--- src/rtl/core/dtf_pkg.sv ---
package dtf_pkg;

  localparam int unsigned DATA_W = 32;
  localparam int unsigned WHOLE_W = 31;
  localparam int unsigned CFG_IDX_W = 1;

  localparam logic [DATA_W-1:0] MAX_MAG = 32'h7FFF_FFFF;
  localparam logic [DATA_W-1:0] SCALE_RESET = 32'd1000;
  localparam logic [DATA_W-1:0] SCALE_TENTH_RESET = 32'd100;
  localparam logic [DATA_W-1:0] FALLBACK_RESET = 32'd0;

  // Configuration register indexes.
  localparam logic [CFG_IDX_W-1:0] REG_SCALE = 1'b0;
  localparam logic [CFG_IDX_W-1:0] REG_FALLBACK = 1'b1;

  // Characters of interest.
  localparam logic [7:0] CH_PLUS = 8'h2B;
  localparam logic [7:0] CH_MINUS = 8'h2D;
  localparam logic [7:0] CH_POINT = 8'h2E;
  localparam logic [7:0] CH_ZERO = 8'h30;
  localparam logic [7:0] CH_NINE = 8'h39;

  // Finished text handed from the parser to the scaling pipeline.
  typedef struct packed {
    logic [WHOLE_W-1:0] whole;
    logic [DATA_W-1:0] frac;
    logic negative;
    logic use_fb;
  } fin_t;

  // Unsigned divide by ten through the reciprocal 0xCCCCCCCD, exact for any
  // 32-bit operand.
  function automatic logic [DATA_W-1:0] div10(input logic [DATA_W-1:0] x);
    logic [63:0] prod;
    prod = {32'd0, x} * 64'h0000_0000_CCCC_CCCD;
    return {3'd0, prod[63:35]};
  endfunction

endpackage

--- src/rtl/core/dtf_scale.sv ---
module dtf_scale (
  input  logic                 clk,
  input  logic                 rst_n,
  input  logic                 fin_valid,
  input  dtf_pkg::fin_t        fin,
  output logic                 fin_ready,
  input  logic [31:0]          scale,
  input  logic [31:0]          fallback,
  output logic                 out_valid,
  input  logic                 out_ready,
  output logic signed [31:0]   out_fixed_value,
  output logic                 out_used_fallback
);

  // Multiply stage.
  logic a_valid_r;
  logic [62:0] prod_r;
  logic [31:0] frac_r;
  logic neg_r, fb_r;
  logic a_ready;

  // Result stage.
  logic out_valid_r;
  logic [31:0] value_r, value_nxt;
  logic used_fb_r;
  logic out_free;

  logic [63:0] mag;
  logic [31:0] mag_clamped;

  assign out_free = !out_valid_r || out_ready;
  assign a_ready = !a_valid_r || out_free;
  assign fin_ready = a_ready;

  assign mag = {1'b0, prod_r} + {32'd0, frac_r};
  assign mag_clamped = (mag > {32'd0, dtf_pkg::MAX_MAG}) ? dtf_pkg::MAX_MAG : mag[31:0];

  always_comb begin
    if (fb_r) begin
      value_nxt = fallback;
    end else if (neg_r) begin
      value_nxt = 32'd0 - mag_clamped;
    end else begin
      value_nxt = mag_clamped;
    end
  end

  always_ff @(posedge clk) begin
    if (!rst_n) begin
      a_valid_r <= 1'b0;
      out_valid_r <= 1'b0;
    end else begin
      if (a_ready) begin
        a_valid_r <= fin_valid;
      end
      if (out_free) begin
        out_valid_r <= a_valid_r;
      end
    end
  end

  always_ff @(posedge clk) begin
    if (a_ready && fin_valid) begin
      prod_r <= {32'd0, fin.whole} * {31'd0, scale};
      frac_r <= fin.frac;
      neg_r <= fin.negative;
      fb_r <= fin.use_fb;
    end
    if (out_free && a_valid_r) begin
      value_r <= value_nxt;
      used_fb_r <= fb_r;
    end
  end

  assign out_valid = out_valid_r;
  assign out_fixed_value = value_r;
  assign out_used_fallback = used_fb_r;

`ifndef SYNTHESIS
  a_parse_never_min: assert property (@(posedge clk) disable iff (!rst_n)
    out_valid_r && !used_fb_r |-> value_r != 32'h8000_0000)
    else $error("parsed result outside the clamped range");

  a_stage_moves: assert property (@(posedge clk) disable iff (!rst_n)
    a_valid_r && out_free |=> out_valid_r)
    else $error("multiply stage word lost on its way to the output");
`endif

endmodule

--- config.mk ---
export PLATFORM = sky130hd
export DESIGN_NAME = dtf_scale
export DESIGN_NICKNAME = d
export VERILOG_FILES = /design/src/rtl/core/dtf_pkg.sv /design/src/rtl/core/dtf_scale.sv
export SDC_FILE = /design/constraint.sdc
export NUM_CORES = 2
export LEC_CHECK = 0
export BUFFER_PORTS_ARGS = -buffer_cell sky130_fd_sc_hd__buf_2
export CAP_MARGIN = 5
export CORE_MARGIN = 2
export CORE_UTILIZATION = 59
export DETAILED_ROUTE_END_ITERATION = 12
export PLACE_DENSITY_LB_ADDON = 0.08
export SYNTH_ARGS = -nofsm -noshare
export SYNTH_HDL_FRONTEND = slang
export SYNTH_SLANG_ARGS = --single-unit
--- constraint.sdc ---
create_clock -name clk -period 28.4 [get_ports clk]
set_clock_uncertainty 0.1 [all_clocks]
set_input_delay 8.52 -clock clk [delete_from_list [all_inputs] [get_ports clk]]
set_output_delay 8.52 -clock clk [all_outputs]
set_load 0.05 [all_outputs]
==> impl_metrics.yaml <==
yosys:
  ys_ff_latch: 132
  synthTopCellsByArea: "fa_1 (43%), edfxtp_1 (9.7%), ha_1 (9.0%)"
  avgSynthCellArea_um2: 9.33
  synth_top_flop_cell: "edfxtp_1"
  ys_seq_area_frac: 0.0979
  synth-edff-count: 130
  synthTopCellsByCount: "fa_1 (867), inv_1 (821), nand2_1 (563), and2_1 (531), ha_1 (289)"
  netlist_area_um2: 40300
  yosysWarnings: 0
  synthCells: 4319
  yosysUniqueCellTypes: 86
  syn_nets: 5608
  synth_top_area_cell: "fa_1"
  synth_most_common_cell: "fa_1"
  netlist.area_leader.share: 0.431
  async_flop_share: 0
timing:
  min_period_over_period: 0.628
  finalWorstSetupSlack_ps: 10570
  max_freq_mhz: 56.1
  drv_slew: 0
  tns_ps: 0
  rsz0062_at_grt: "false"
  setup_viol: 0
  period_needed_ps: 17830
  hold_violations: 0
  relSlewSlack: 0.235
  tightest_slew_ps: 1150
detailed_routing:
  first_iter_violations: 2152
  routed_wl_um: 111000
  met1Wirelength_um: 44000
  top_layer_used: "met4"
  viasPerCell: 5.85
  final_antenna_net_count: 0
  wl_met3_um: 6800
  first_pass_iters: 6
  wl_per_cell_um: 21.5
  drc: 0
  vias: 30300
  wl_met2_um: 55500
placement:
  place_congestion: 0.945
  place_hpwl_um: 83300
  portBuffers: 167
  pre_cts_slack_ps: 10570
floorplanning:
  die_h_um: 265
  dieArea_um2: 70400
  io_pins: 168
  initial_core_util: 0.598
  core_um2: 67400
  die_x_um: 265
  core.rowCount: 95
setup_path:
  cpPeakStageDelay_ps: 250
  critPathMaxFanout: 4
  reg2reg_depth: 24
  critPathSlowestCell: "nor2b_1"
  crit_type: "in2out"
  cpMostUsedCell: "buf_2"
  crit_path_end: "fin_ready"
  cp-end-kind: "output port"
  cp.arrival_ps: 9210
  r2r_setup_slack_ps: 20970
  crit_chain: "buf_2, nor2b_1, nand2_1, buf_2"
  r2r_start: "prod_r[0]$_DFFE_PP_"
  crit_required_ps: 19780
  cp-startpoint: "out_ready"
  crit_path_start_kind: "primary input"
  r2r-end: "out_fixed_value[26]$_DFFE_PP_"
status:
  status: "complete, no violations"
global_routing:
  grtUsageTotal: 0.332
  overflow: 0
  grt_pass1_vias: 32400
  grt_max_degree: 56
  grt_pass1_wl_um: 180000
  antenna_found_initial: 11
run:
  maxCapViolCount: 0
clocking:
  clock_sinks: 132
  cts_buffers: 17
  ctsRootBufferMaster: "clkbuf_16"
  insertion_delay_ps: 450
  cts_resized: 0
  cts_tree: "built"
  cts_hold_buf: 0
  htreeDepth: 4
  clkTransAtPathRegs_ps: 60
  clockBufferDepth: 2
  postCtsSetupBuffers: 0
cells_and_area:
  drive_gt1_frac: 0.0605
  finalNetCount: 5571
  fillerInstances: 5889
  syn2layout_area_growth_pct: 4.26
worst_hold_path:
  hp-class: "reg2reg"
  hp-start: "a_valid_r$_SDFFE_PN0N_"
  holdPathStages: 1
-- worst max-delay path, delay by kind of cell --
| kind | cells | cell delay, ps |
|---|---|---|
| buf+inv | 2 | 320 |
| simple gates | 2 | 360 |
-- logic make-up (layout without fill, tap and decap cells) --
| family | count (synthesis) | after routing | share of synthesized area |
|---|---|---|---|
| AOI/OAI and AO/OA | 472 | 472 | 0.0820 |
| xor gates and xnor gates | 89 | 89 | 0.0193 |
| adders and majority gates | 1156 | 1156 | 0.521 |
| buffers and inverters | 1063 | 1039 | 0.0998 |
| DFF | 132 | 132 | 0.0979 |
| muxes | 22 | 22 | 0.00568 |
| other | 0 | 10 | 0 |
| and+or+nand+nor | 1385 | 1385 | 0.175 |
-- how the worst min path moves through the flow --
stage / to / slack (ps)
6_report: out_valid$_SDFFE_PN0P_ / 420
5_1_grt: out_valid$_SDFFE_PN0P_ / 460
4_1_cts: out_valid$_SDFFE_PN0P_ / 420
3_5_place_dp: out_valid$_SDFFE_PN0P_ / 410
3_3_place_gp: out_valid$_SDFFE_PN0P_ / 410
2_1_floorplan: out_used_fallback$_DFFE_PP_ / 350
-- state kept, by name, indices dropped and copies added, names as in the netlist --
| register | count |
|---|---|
| fb_r | 1 |
| frac_r | 32 |
| a_valid_r | 1 |
| out_used_fallback | 1 |
| out_valid | 1 |
| prod_r | 63 |
| neg_r | 1 |
| out_fixed_value | 32 |
-- cells in the final DEF (no fill, tap or decap), types with 10 or more instances in the layout --
cell / netlist / final
mux2i_1: 15 / 15
fa_1: 867 / 867
nand2_1: 563 / 563
nand2b_1: 14 / 14
a21o_1: 48 / 48
o211ai_1: 15 / 15
xnor2_1: 59 / 59
a211oi_1: 24 / 24
edfxtp_1: 130 / 130
ha_1: 289 / 289
clkbuf_16: 0 / 17
a21oi_1: 98 / 98
and2_1: 531 / 530
xor2_1: 30 / 30
a2bb2oi_1: 18 / 18
o31ai_1: 27 / 27
nand4_1: 37 / 37
buf_4: 4 / 17
buf_2: 13 / 167
and3_1: 17 / 17
nor2b_1: 12 / 11
o21bai_1: 18 / 18
o21a_1: 13 / 13
a31o_2: 17 / 17
nor2_1: 91 / 91
nor3_1: 22 / 22
nor4_1: 12 / 12
diode_2: 0 / 10
inv_1: 821 / 821
or3_1: 11 / 11
o21ai_0: 71 / 71
nand3_1: 37 / 37
a31oi_1: 36 / 36
-- per-stage QoR --
step | cell area (um2) | instances | utilization | hold slack, ps
after global routing | 42000 | 5176 | 0.623 | 462
after detailed placement | 41400 | 5136 | 0.615 | 407
final | 42000 | 5178 | 0.623 | 419
after CTS | 42000 | 5168 | 0.623 | 420
after floorplan | 40300 | 4319 | - | 348
after global placement | 41400 | 5136 | 0.615 | 407
-- layer usage --
metal | global-route usage | up-vias
li1 | - | 13300
met1 | 0.430 | 15500
met2 | 0.564 | 1181
met3 | 0.0425 | 297
met4 | 0.141 | 0
met5 | 0 | -
-- layout make-up --
type	count	area, um2	share of cell area
well taps	873	1090	0.0260
clock inverters	9	108	0.00256
clock buffers	23	448	0.0107
flip-flops and latches	132	3940	0.0939
inverters	823	3090	0.0735
diodes	10	25.0	0.000596
multi-input cells	3124	32300	0.770
repair buffers	184	963	0.0229
Power is not shown: default switching activity piles up to over one toggle a cycle in this logic, so the estimate is an artifact.
