**src/rtl/core/dtf_pkg.sv**
```systemverilog
package dtf_pkg;

  localparam int unsigned DATA_W = 32;
  localparam int unsigned WHOLE_W = 31;
  localparam int unsigned CFG_IDX_W = 1;

  localparam logic [DATA_W-1:0] MAX_MAG = 32'h7FFF_FFFF;
  localparam logic [DATA_W-1:0] SCALE_RESET = 32'd1000;
  localparam logic [DATA_W-1:0] SCALE_TENTH_RESET = 32'd100;
  localparam logic [DATA_W-1:0] FALLBACK_RESET = 32'd0;

  // Configuration register indexes.
  localparam logic [CFG_IDX_W-1:0] REG_SCALE = 1'b0;
  localparam logic [CFG_IDX_W-1:0] REG_FALLBACK = 1'b1;

  // Characters of interest.
  localparam logic [7:0] CH_PLUS = 8'h2B;
  localparam logic [7:0] CH_MINUS = 8'h2D;
  localparam logic [7:0] CH_POINT = 8'h2E;
  localparam logic [7:0] CH_ZERO = 8'h30;
  localparam logic [7:0] CH_NINE = 8'h39;

  // Finished text handed from the parser to the scaling pipeline.
  typedef struct packed {
    logic [WHOLE_W-1:0] whole;
    logic [DATA_W-1:0] frac;
    logic negative;
    logic use_fb;
  } fin_t;

  // Unsigned divide by ten through the reciprocal 0xCCCCCCCD, exact for any
  // 32-bit operand.
  function automatic logic [DATA_W-1:0] div10(input logic [DATA_W-1:0] x);
    logic [63:0] prod;
    prod = {32'd0, x} * 64'h0000_0000_CCCC_CCCD;
    return {3'd0, prod[63:35]};
  endfunction

endpackage

```
**src/rtl/core/dtf_parse.sv**
```systemverilog
module dtf_parse (
  input  logic                 clk,
  input  logic                 rst_n,
  input  logic                 in_valid,
  output logic                 in_ready,
  input  logic [7:0]           in_ch,
  input  logic                 in_last,
  input  logic                 in_key_absent,
  input  logic [31:0]          scale,
  input  logic [31:0]          scale_tenth,
  output logic                 fin_valid,
  output dtf_pkg::fin_t        fin,
  input  logic                 fin_ready
);

  typedef enum logic [2:0] {
    PH_START,
    PH_SIGNED,
    PH_WHOLE,
    PH_FRAC,
    PH_DONE,
    PH_FAIL
  } phase_t;

  phase_t phase_r, phase_nxt;
  logic neg_r, neg_nxt;
  logic [dtf_pkg::WHOLE_W-1:0] whole_r, whole_nxt, whole_sat;
  logic [31:0] frac_r, frac_nxt;
  logic [31:0] unit_r, unit_nxt;
  logic [31:0] tenth_r, tenth_nxt;
  logic fin_valid_r;
  dtf_pkg::fin_t fin_r, fin_nxt;

  logic accept, is_digit, ends_text;
  logic [3:0] digit;
  logic [34:0] whole_acc;
  logic [35:0] frac_add;

  assign accept = in_valid && in_ready;
  assign in_ready = !fin_valid_r || fin_ready;
  assign fin_valid = fin_valid_r;
  assign fin = fin_r;

  assign is_digit = (in_ch >= dtf_pkg::CH_ZERO) && (in_ch <= dtf_pkg::CH_NINE);
  assign digit = 4'(in_ch - dtf_pkg::CH_ZERO);
  assign whole_acc = 35'(whole_r) * 35'd10 + 35'(digit);
  assign whole_sat = (whole_acc > 35'(dtf_pkg::MAX_MAG)) ?
                     dtf_pkg::MAX_MAG[dtf_pkg::WHOLE_W-1:0] : whole_acc[30:0];
  assign frac_add = tenth_r * {32'd0, digit};
  assign ends_text = in_key_absent || in_last;

  always_comb begin
    phase_nxt = phase_r;
    neg_nxt = neg_r;
    whole_nxt = whole_r;
    frac_nxt = frac_r;
    unit_nxt = unit_r;
    tenth_nxt = tenth_r;
    case (phase_r)
      PH_START: begin
        if (in_ch == dtf_pkg::CH_MINUS || in_ch == dtf_pkg::CH_PLUS) begin
          neg_nxt = (in_ch == dtf_pkg::CH_MINUS);
          phase_nxt = PH_SIGNED;
        end else if (is_digit) begin
          whole_nxt = whole_sat;
          phase_nxt = PH_WHOLE;
        end else begin
          phase_nxt = PH_FAIL;
        end
      end
      PH_SIGNED: begin
        if (is_digit) begin
          whole_nxt = whole_sat;
          phase_nxt = PH_WHOLE;
        end else begin
          phase_nxt = PH_FAIL;
        end
      end
      PH_WHOLE: begin
        if (is_digit) begin
          whole_nxt = whole_sat;
        end else if (in_ch == dtf_pkg::CH_POINT) begin
          unit_nxt = scale;
          tenth_nxt = scale_tenth;
          phase_nxt = PH_FRAC;
        end else begin
          phase_nxt = PH_DONE;
        end
      end
      PH_FRAC: begin
        // The tenth of the unit is kept ready, so a digit adds the tenth times the digit.
        if (unit_r > 32'd1 && is_digit) begin
          unit_nxt = tenth_r;
          tenth_nxt = dtf_pkg::div10(tenth_r);
          frac_nxt = frac_r + frac_add[31:0];
        end else begin
          phase_nxt = PH_DONE;
        end
      end
      default: begin
        phase_nxt = phase_r;
      end
    endcase

    fin_nxt.whole = whole_nxt;
    fin_nxt.frac = frac_nxt;
    fin_nxt.negative = neg_nxt;
    fin_nxt.use_fb = in_key_absent || phase_nxt == PH_START ||
                     phase_nxt == PH_SIGNED || phase_nxt == PH_FAIL;
  end

  always_ff @(posedge clk) begin
    if (!rst_n) begin
      phase_r <= PH_START;
      neg_r <= 1'b0;
      whole_r <= '0;
      frac_r <= '0;
      unit_r <= '0;
      tenth_r <= '0;
      fin_valid_r <= 1'b0;
    end else begin
      if (accept && ends_text) begin
        fin_valid_r <= 1'b1;
        fin_r <= fin_nxt;
        phase_r <= PH_START;
        neg_r <= 1'b0;
        whole_r <= '0;
        frac_r <= '0;
        unit_r <= '0;
        tenth_r <= '0;
      end else begin
        if (fin_ready) begin
          fin_valid_r <= 1'b0;
        end
        if (accept) begin
          phase_r <= phase_nxt;
          neg_r <= neg_nxt;
          whole_r <= whole_nxt;
          frac_r <= frac_nxt;
          unit_r <= unit_nxt;
          tenth_r <= tenth_nxt;
        end
      end
    end
  end

`ifndef SYNTHESIS
  a_absent_gives_fallback: assert property (@(posedge clk) disable iff (!rst_n)
    accept && in_key_absent |=> fin_valid_r && fin_r.use_fb)
    else $error("absent key did not produce a fallback word");

  a_start_is_clear: assert property (@(posedge clk) disable iff (!rst_n)
    phase_r == PH_START |-> whole_r == '0 && !neg_r && frac_r == '0)
    else $error("start phase with leftover text state");
`endif

endmodule

```
**config.mk**
```make
export PLATFORM = sky130hd
export DESIGN_NAME = dtf_parse
export DESIGN_NICKNAME = d
export VERILOG_FILES = /design/src/rtl/core/dtf_pkg.sv /design/src/rtl/core/dtf_parse.sv
export SDC_FILE = /design/constraint.sdc
export NUM_CORES = 2
export LEC_CHECK = 0
export BUFFER_PORTS_ARGS = -buffer_cell sky130_fd_sc_hd__buf_4
export CAP_MARGIN = 10
export CORE_UTILIZATION = 25
export DETAILED_ROUTE_END_ITERATION = 6
export PLACE_DENSITY = 0.44
export REMOVE_ABC_BUFFERS = 1
export SETUP_SLACK_MARGIN = 0.05
export SLEW_MARGIN = 40
export SYNTH_ARGS = -nofsm -noshare
export SYNTH_HDL_FRONTEND = slang
export SYNTH_SLANG_ARGS = --single-unit
export TNS_END_PERCENT = 50
```
**constraint.sdc**
```tcl
create_clock -name clk -period 8 [get_ports clk]
set_clock_uncertainty 0.05 [all_clocks]
set_input_delay 1.6 -clock clk [delete_from_list [all_inputs] [get_ports clk]]
set_output_delay 1.6 -clock clk [all_outputs]
set_load 0.05 [all_outputs]
```
==> key figures <==
Placed design
  • Post-DP HPWL: 97,190 µm
  • Number of port buffers: 143
  • Post-Place Worst Slack: -0.1904 ns
  • RePlAce Congestion: 0.9064

Worst hold path
  • Hold crit path type: register to register
  • Critical hold path startpoint: frac_r[3]
  • Endpoint, Worst Hold: frac_r[3]
  • Hold path depth: 2

Logic synthesis
  • Mapped Avg Cell Area: 9.132 µm²
  • Synth Area in Adders: 0.4789
  • Largest cells by area after synthesis: fa_1 (31%), ha_1 (17%), inv_1 (8.4%)
  • Async SR Flop Fraction: 0
  • Cell taking the most area after synthesis: fa_1
  • Seq/Total Area, Yosys: 0.1417
  • Compound-gate portion of the synthesized area: 0.1231
  • Commonest cells in the netlist: inv_1 (726), fa_1 (503), ha_1 (431), nand2_1 (301), nor2_1 (197)
  • Post-synthesis simple-gate area fraction: 0.1213
  • Most common cell in the netlist: inv_1
  • Main combinational cell family by area after synthesis: adder cells
  • Synth Flop Type: dfxtp_1
  • Synth Area in XOR/XNOR: 0.03065
  • Synth Instances: 3,536
  • Share of the synthesized area in the top cell type: 0.3119
  • Yosys synthesis warning count: 0
  • Mux cell area share after synthesis: 0.005696
  • FF+latch count, synth: 196
  • Post-Syn Area: 0.03229 mm²
  • Synth cell types: 82
  • Post-synth EDFFs: 65

Clock tree
  • Clk buf depth: 2
  • Later-pin clock latency in the skew report: 0.54 ns
  • CTS HTree Levels: 4
  • Clock slew at reported path FFs: 0.10 ns
  • TritonCTS buffer count: 17
  • CTS Sinks: 196
  • Clock Tree Root: clkbuf_16
  • CTS tree: built

Worst setup path
  • CP Max Fanout: 4
  • Cell family with most CP delay: adder cells
  • CP most frequent cell: fa_1
  • Worst Path Arrival: 8.03 ns
  • Max incr delay on CP: 0.62 ns
  • Worst r2r src: tenth_r[11]
  • Worst r2r dst: tenth_r[27]
  • Worst Reg-to-Reg Cells: 26
  • CP required: 8.33 ns
  • Crit path buffers/inverters: 6
  • Setup crit start kind: register
  • WP depth: 26
  • Worst setup path class: register to register
  • Reg2Reg Setup Slack: 0.31 ns
  • Slowest CP cell: fa_2
  • Worst setup EP type: register

Timing
  • TNS Setup: 0 ns
  • Final setup vio count: 0
  • Tightest Pin Transition: 0.8656 ns
  • Period utilization: 0.9617
  • RSZ-0062 raised after global routing: true
  • Worst slew margin: 0.4230
  • Final hold vios: 0
  • Post-route setup slack: 0.3066 ns
  • Peak Freq: 130.0 MHz
  • Min Tclk post-route: 7.693 ns
  • Fin Hold WS: 0.4119 ns
  • Max-slew violation count: 0

GRT
  • Gr ovfl total: 0
  • Tot GR Track Use: 0.1773
  • First-pass GRT wire length: 172,300 µm
  • Vias in the first global route: 27,060
  • Largest net degree at the start of global routing: 66
  • Initial antenna violation count: 4

Route
  • Total number of vias: 25,570
  • Antenna-violating nets left: 0
  • Total Wirelength: 113,800 µm
  • Starting DRT DRC Count: 1,565
  • DRC Markers: 0
  • Vias/cell: 4.657
  • Drt pass-1 iters: 5
  • DR WL/cell: 20.72 µm

Die
  • Boundary pin count: 145
  • Die Area: 0.1306 mm²
  • Rows: 131
  • Die Y: 361.4 µm
  • Die Width: 361.4 µm
  • Initial Util: 0.2526
  • Core area: 0.1278 mm²

Finish
  • Proportion of layout cells with a drive suffix above 1: 0.1277
  • Area Growth Syn to Fin: 16.74%
  • Nets: 4,827
  • Core Util, Final: 0.2949

Power
  • Worst IR drop on VDD: 0.1404 mV
  • LEAKAGE: 19.16 nW
  • Pwr dens: 61.67 mW/mm²

Status
  • Outcome: finished clean

Run
  • Max-capacitance violation count: 0
power by group:
group | internal [W] | total, W | switching, W
Combinational | 0.0000786 | 0.000261 | 0.000183
Sequential | 0.00105 | 0.00106 | 0.0000146
Clock | 0.000439 | 0.00100 | 0.000565
logic make-up (layout without fill, tap and decap cells):
| logic type | Yosys count | count (layout) |
|---|---|---|
| AOI/OAI and AO/OA | 599 | 599 |
| xor gates and xnor gates | 113 | 113 |
| adders and majority gates | 934 | 934 |
| buffers and inverters | 837 | 1129 |
| DFF | 196 | 196 |
| muxes | 17 | 17 |
| other | 0 | 1 |
| and+or+nand+nor | 840 | 840 |
worst register-to-register path, delay by kind of cell (launching register included):
family                     cells  cell delay, ns
and+or+nand+nor                2            0.42
AOI/OAI and AO/OA              8            1.47
xor gates and xnor gates       1            0.29
buffers and inverters          6            0.59
DFF                            1            0.38
adders and majority gates      9            4.33
how the worst max path moves through the flow:
stage / start / endpoint
after floorplan: fin_ready / fin[0]
after global placement: tenth_r[11] / tenth_r[27]
after detailed placement: tenth_r[11] / tenth_r[27]
after CTS: tenth_r[11] / tenth_r[27]
after global routing: tenth_r[4] / tenth_r[7]
final: tenth_r[11] / tenth_r[27]
through the flow:
step                cells  area [µm²]  total power, W
finish               5491       37700        0.002325
detailed placement   5455       36820        0.001349
floorplan            3425       31830        0.001214
CTS                  5487       37470        0.002377
global placement     5454       36780        0.001347
global route         5491       37700        0.002412
state kept, by name, summed over array words and instances (netlist names):
name and count:
fin_valid 1, neg_r 1, fin 65, frac_r 32, whole_r 31, unit_r 31, phase_r 3, tenth_r 32
placed cells by master, fill, tap and decap left out, types with 17 or more instances in the layout:
cell and instances:
fa_1 497, xor2_1 40, nand4_1 25, edfxtp_1 65
xnor2_1 73, nor3_1 93, o21a_1 19, nor2_1 194
and3_1 17, nand2b_1 22, o31ai_1 21, dfxtp_1 119
o21ai_0 107, a211oi_1 29, buf_4 364, nand2_1 299
and2_1 43, a21o_1 60, clkbuf_16 17, nand3_1 49
inv_1 723, a21oi_1 169, a311oi_1 42, nor2b_1 17
a31oi_1 21, ha_1 422, o211ai_1 18
area by class of cell:
cell class | count | area, µm²
Fill cell | 13710 | 90150
Antenna cell | 1 | 2.502
Clock inverter | 15 | 210.2
Timing Repair Buffer | 371 | 2859
Inverter | 726 | 2725
Multi-Input combinational cell | 2503 | 24800
Sequential cell | 196 | 4594
Clock buffer | 17 | 425.4
Tap cell | 1662 | 2079
timing repair:
| item | in CTS | in global routing |
|---|---|---|
| setup endpoints to repair | 12 | 15 |
| hold buffers | 0 | 0 |
| gates resized for setup | 3 | 45 |
| cloned | 0 | 0 |
| buffers inserted | 0 | 2 |
| pin swaps | 0 | 11 |
per-layer routing:
metal / GRT usage / share of wire
met1: 0.2387 / 0.46
met2: 0.3092 / 0.49
met3: 0.01739 / 0.031
met4: 0.03057 / 0.013
met5: 0 / 0
Power figures use the tool's default switching activity.
